### src/hdl/pkv_pkg.sv
package pkv_pkg;

    localparam int MODE_W       = 2;
    localparam int SEQ_W        = 4;
    localparam int LAYER_W      = 7;
    localparam int POS_W        = 16;
    localparam int PAGE_ID_W    = 6;
    localparam int OFFSET_W     = 27;
    localparam int FREE_W       = 7;
    localparam int PT_W         = 9;
    localparam int RW_W         = 13;
    localparam int LEN_W        = 17;
    localparam int CFG_IDX_W    = 2;
    localparam int CFG_DATA_W   = 13;

    typedef logic [MODE_W-1:0] mode_t;

    localparam mode_t MODE_OPEN   = 2'd0;
    localparam mode_t MODE_CLOSE  = 2'd1;
    localparam mode_t MODE_APPEND = 2'd2;
    localparam mode_t MODE_LOOKUP = 2'd3;

    typedef logic [CFG_IDX_W-1:0] cfg_idx_t;

    localparam cfg_idx_t CFG_PAGE_TOKENS = 2'd0;
    localparam cfg_idx_t CFG_ROW_WORDS   = 2'd1;

    localparam logic [PT_W-1:0] PT_RESET = 9'd16;
    localparam logic [RW_W-1:0] RW_RESET = 13'd128;

endpackage

### src/hdl/pkv_div.sv
module pkv_div (
    input  logic                        clk,
    input  logic                        rst_n,
    input  logic                        start,
    input  logic [pkv_pkg::POS_W-1:0]   dividend,
    input  logic [pkv_pkg::PT_W-1:0]    divisor,
    output logic [pkv_pkg::POS_W-1:0]   quotient,
    output logic [pkv_pkg::PT_W-1:0]    remainder,
    output logic                        done
);

    import pkv_pkg::*;

    localparam int CNT_W = $clog2(POS_W);
    localparam logic [CNT_W-1:0] LAST_STEP = CNT_W'(POS_W - 1);

    logic [POS_W-1:0] q_reg;
    logic [PT_W-1:0]  rem_reg;
    logic [CNT_W-1:0] cnt_reg;
    logic             busy_reg;
    logic             done_reg;

    logic [PT_W:0]    r_sh;
    logic [PT_W:0]    diff;
    logic             ge;

    // One quotient bit per cycle, restoring form.
    always_comb
    begin
        r_sh = {rem_reg, q_reg[POS_W-1]};
        diff = r_sh - {1'b0, divisor};
        ge   = r_sh >= {1'b0, divisor};
    end

    always_ff @(posedge clk or negedge rst_n)
    begin
        if (!rst_n)
        begin
            busy_reg <= 1'b0;
            done_reg <= 1'b0;
            cnt_reg  <= '0;
        end
        else if (start)
        begin
            q_reg    <= dividend;
            rem_reg  <= '0;
            cnt_reg  <= '0;
            busy_reg <= 1'b1;
            done_reg <= 1'b0;
        end
        else if (busy_reg)
        begin
            q_reg   <= {q_reg[POS_W-2:0], ge};
            rem_reg <= ge ? diff[PT_W-1:0] : r_sh[PT_W-1:0];
            cnt_reg <= cnt_reg + 1'b1;
            if (cnt_reg == LAST_STEP)
            begin
                busy_reg <= 1'b0;
                done_reg <= 1'b1;
            end
        end
        else
        begin
            done_reg <= 1'b0;
        end
    end

    assign quotient  = q_reg;
    assign remainder = rem_reg;
    assign done      = done_reg;

endmodule

### config.mk
export PLATFORM = sky130hd
export DESIGN_NAME = pkv_div
export DESIGN_NICKNAME = d
export VERILOG_FILES = /design/src/hdl/pkv_pkg.sv /design/src/hdl/pkv_div.sv
export SDC_FILE = /design/constraint.sdc
export NUM_CORES = 1
export LEC_CHECK = 0
export ABC_AREA = 1
export BUFFER_PORTS_ARGS = -buffer_cell sky130_fd_sc_hd__buf_2
export CAP_MARGIN = 20
export CORE_MARGIN = 5
export CORE_UTILIZATION = 48
export CTS_BUF_LIST = sky130_fd_sc_hd__clkbuf_4 sky130_fd_sc_hd__clkbuf_8
export DETAILED_ROUTE_END_ITERATION = 10
export PLACE_DENSITY = 0.74
export SLEW_MARGIN = 20
export SYNTH_ARGS = -nofsm -noshare
export SYNTH_HDL_FRONTEND = slang
export SYNTH_SLANG_ARGS = --single-unit
### constraint.sdc
create_clock -name clk -period 2.4 [get_ports clk]
set_input_delay 0.12 -clock clk [delete_from_list [all_inputs] [get_ports clk]]
set_output_delay 0.12 -clock clk [all_outputs]
set_load 0.05 [all_outputs]
==> metrics.yaml <==
timing:
  fmax_mhz: 472
  worstMarginPinSlew_ns: 0.704
  fin_ws_ns: 0.280
  rsz0062_at_grt: "no"
  final.setup.tns_ns: 0
  slew_headroom_pct: 52.9
  finalSetupViolCount: 0
  drv_slew: 0
  post-route-period-util_pct: 88.3
  hold_viol: 0
  finClkSkew_ns: 0.00979
  fin_crit_ns: 2.12
  fin_hold_ws_ns: 0.110
setup_path:
  worst-path-max-fanout: 12
  slowest_stage: "edfxtp_1"
  cp-end-kind: "flop"
  worstSetupPathType: "reg -> reg"
  worst_path_largest_cell_delay_ns: 0.44
  cp_cell_sequence: "ha_1 -> nand2_2 -> nor3_1 -> nand2_4 -> nand2_2 -> nand3_1 -> nand3_1 -> nand2_1"
  crit_arrival_ns: 2.16
  cp.required_ns: 2.44
  critPathBufInv: 0
  cp_top_family: "simple AND/OR/NAND/NOR gates"
  cp-start-kind: "flop"
pwr:
  seq_power_share_pct: 41.6
  p_comb_share_pct: 34.1
  cellPowerDensity_nw_per_um2: 676
  ir_drop_uv: 536
  clkPwrFrac_pct: 24.3
  p_switching_mw: 0.601
  p_leak_nw: 1.31
  internal-power_mw: 1.03
  swShare_pct: 36.9
route:
  wl_um: 4360
  drtIter0Drc: 101
  routedWlPerCell_um: 12.0
  ant_nets: 0
  firstDrtPassIters: 4
  vias: 1764
  vias_per_cell: 4.86
  drc: 0
floorplan:
  rows: 23
  die_w_um: 74.4
  die_h_um: 74.4
  initial_core_util_pct: 49.7
  core_um2: 4000
  die-area_um2: 5530
  io-pin-count: 54
global_routing:
  grt_overflow_total: 0
  track_usage_pct: 17.3
  grt_pass1_wl_um: 7450
  grt_max_degree: 21
  grt_antenna_before_repair: 0
  grt_pass1_vias: 1755
cts:
  clk_latency_ns: 0.28
  htree_levels: 2
  cts_sinks: 31
  cts_buffers: 5
  cts_setup_buffers: 0
  cts_buffer_depth: 2
  path_clk_slew_ns: 0.07
  cts_tree: "built"
  cts_root_buffer: "clkbuf_8"
layout:
  insertedDiodeCount: 0
  largest_reg_flops: 16
  nets: 351
  synthToLayoutAreaGrowth_pct: 21.3
  fin_area_um2: 2410
  drive_gt1_share_pct: 25.6
synth:
  async_flop_share_pct: 19.4
  syn_inst: 252
  syn_area_um2: 1990
  syn_nets: 291
  synthTopCellsByArea: "edfxtp_1 38%, nand2_1 18%, dfrtp_1 7.5%"
  synthTopCellsByCount: "96 x nand2_1, 40 x inv_1, 25 x edfxtp_1"
  synth_area_per_cell_um2: 7.89
  synth_most_common_cell: "nand2_1"
  ys.flop_type: "edfxtp_1"
  ys_seq_elements: 31
  ys_types: 26
  yosys.area.top_type_share_pct: 37.7
  yosys.area.top_type: "edfxtp_1"
  synth_enable_flop_cells: 25
  yosysSeqAreaShare_pct: 45.3
  synth_warnings: 0
worst_hold_path:
  hp-class: "in -> reg"
outcome:
  status: "finished clean"
placed_design:
  hpwl_um: 3460
  gp_congestion: 0.863
  portBuffers: 53
  dpl-instance-area_um2: 2310
  pre_cts_slack_ns: 0.211
run:
  maxCapViolCount: 0
[metal layers]
metal,vias to the layer above,track usage (%),share of wire (%)
li1,913,-,-
met4,0,3.56,0.62
met3,4,4.59,7.2
met1,795,21.9,44
met5,-,0,0
met2,52,29.8,48
[final cells by class]
cell class / count / area, µm²
fillers: 382 / 1590
flip-flops and latches: 31 / 901
multi-input cells: 174 / 893
repair buffers: 60 / 320
inverters: 40 / 150
clock buffers: 6 / 76.3
well taps: 50 / 62.6
clock inverters: 2 / 8.76
[worst reg2reg max path: stages (launching register included)]
cell and delay (ns):
edfxtp_1 0.44, ha_1 0.41, nand2_2 0.11, nor3_1 0.31
nand2_4 0.18, nand2_2 0.17, nand3_1 0.11, nand3_1 0.09
nand2_1 0.05
[power by group through the flow]
stage                     Clock, mW  Combinational (mW)  Sequential, mW
after detailed placement          0               0.554           0.688
after floorplan                   0               0.289           0.821
final                         0.396               0.556           0.678
after global routing          0.426               0.619           0.685
after global placement            0               0.547           0.688
after CTS                     0.401               0.558           0.678
[cell usage in the layout, fill, tap and decap left out, types with 2 or more instances in the layout]
cell type,n
nor2_2,3
buf_2,53
nor2_1,9
nand3_1,22
nand3_2,4
buf_4,6
nand2_2,5
xor2_1,2
nand2_1,96
o21ai_0,3
nand3b_1,4
dfrtp_1,6
ha_1,10
o21ai_1,3
edfxtp_1,25
clkbuf_8,5
inv_1,40
a21oi_1,6
[kinds of logic (layout without fill, tap and decap cells)]
kind of cell,Yosys count,after routing,share of synthesized area (%)
xor+xnor,3,3,1.32
compound gates,14,14,3.77
buf+inv,47,108,10.1
simple gates,146,146,32.3
flops,31,31,45.3
fa+ha+maj,11,11,7.30
[repair_timing]
action / 4_1_cts / 5_1_grt
endpoints found under the setup margin: 0 / 2
hold buffers: 1 / 0
hold endpoints to repair: 6 / 0
resized for setup: 0 / 1
[stage by stage]
| step | instances | power [mW] | util [%] |
|---|---|---|---|
| floorplan | 252 | 1.11 | - |
| global route | 363 | 1.73 | 60.3 |
| finish | 363 | 1.63 | 60.3 |
| global placement | 354 | 1.23 | 57.8 |
| detailed placement | 354 | 1.24 | 57.8 |
| CTS | 363 | 1.64 | 60.2 |
[path summary, 6_finish.rpt]
| path | from | endpoint | slack [ns] | depth (start not counted) |
|---|---|---|---|---|
| max in group asynchronous | rst_n | busy_reg$_DFF_PN0_ | 1.90 | 3 |
| min | dividend[4] | quotient[4]$_DFFE_PP_ | 0.11 | 3 |
| max | remainder[5]$_SDFFCE_PP0P_ | remainder[7]$_SDFFCE_PP0P_ | 0.28 | 8 |
| max reg2reg | remainder[5]$_SDFFCE_PP0P_ | remainder[7]$_SDFFCE_PP0P_ | 0.28 | 8 |
| min in group asynchronous | rst_n | cnt_reg[0]$_DFFE_PN0N_ | 0.32 | 3 |
| min reg2reg | done$_DFFE_PN0P_ | done$_DFFE_PN0P_ | 0.53 | 2 |
No activity file was read; power rests on OpenSTA's default activity.
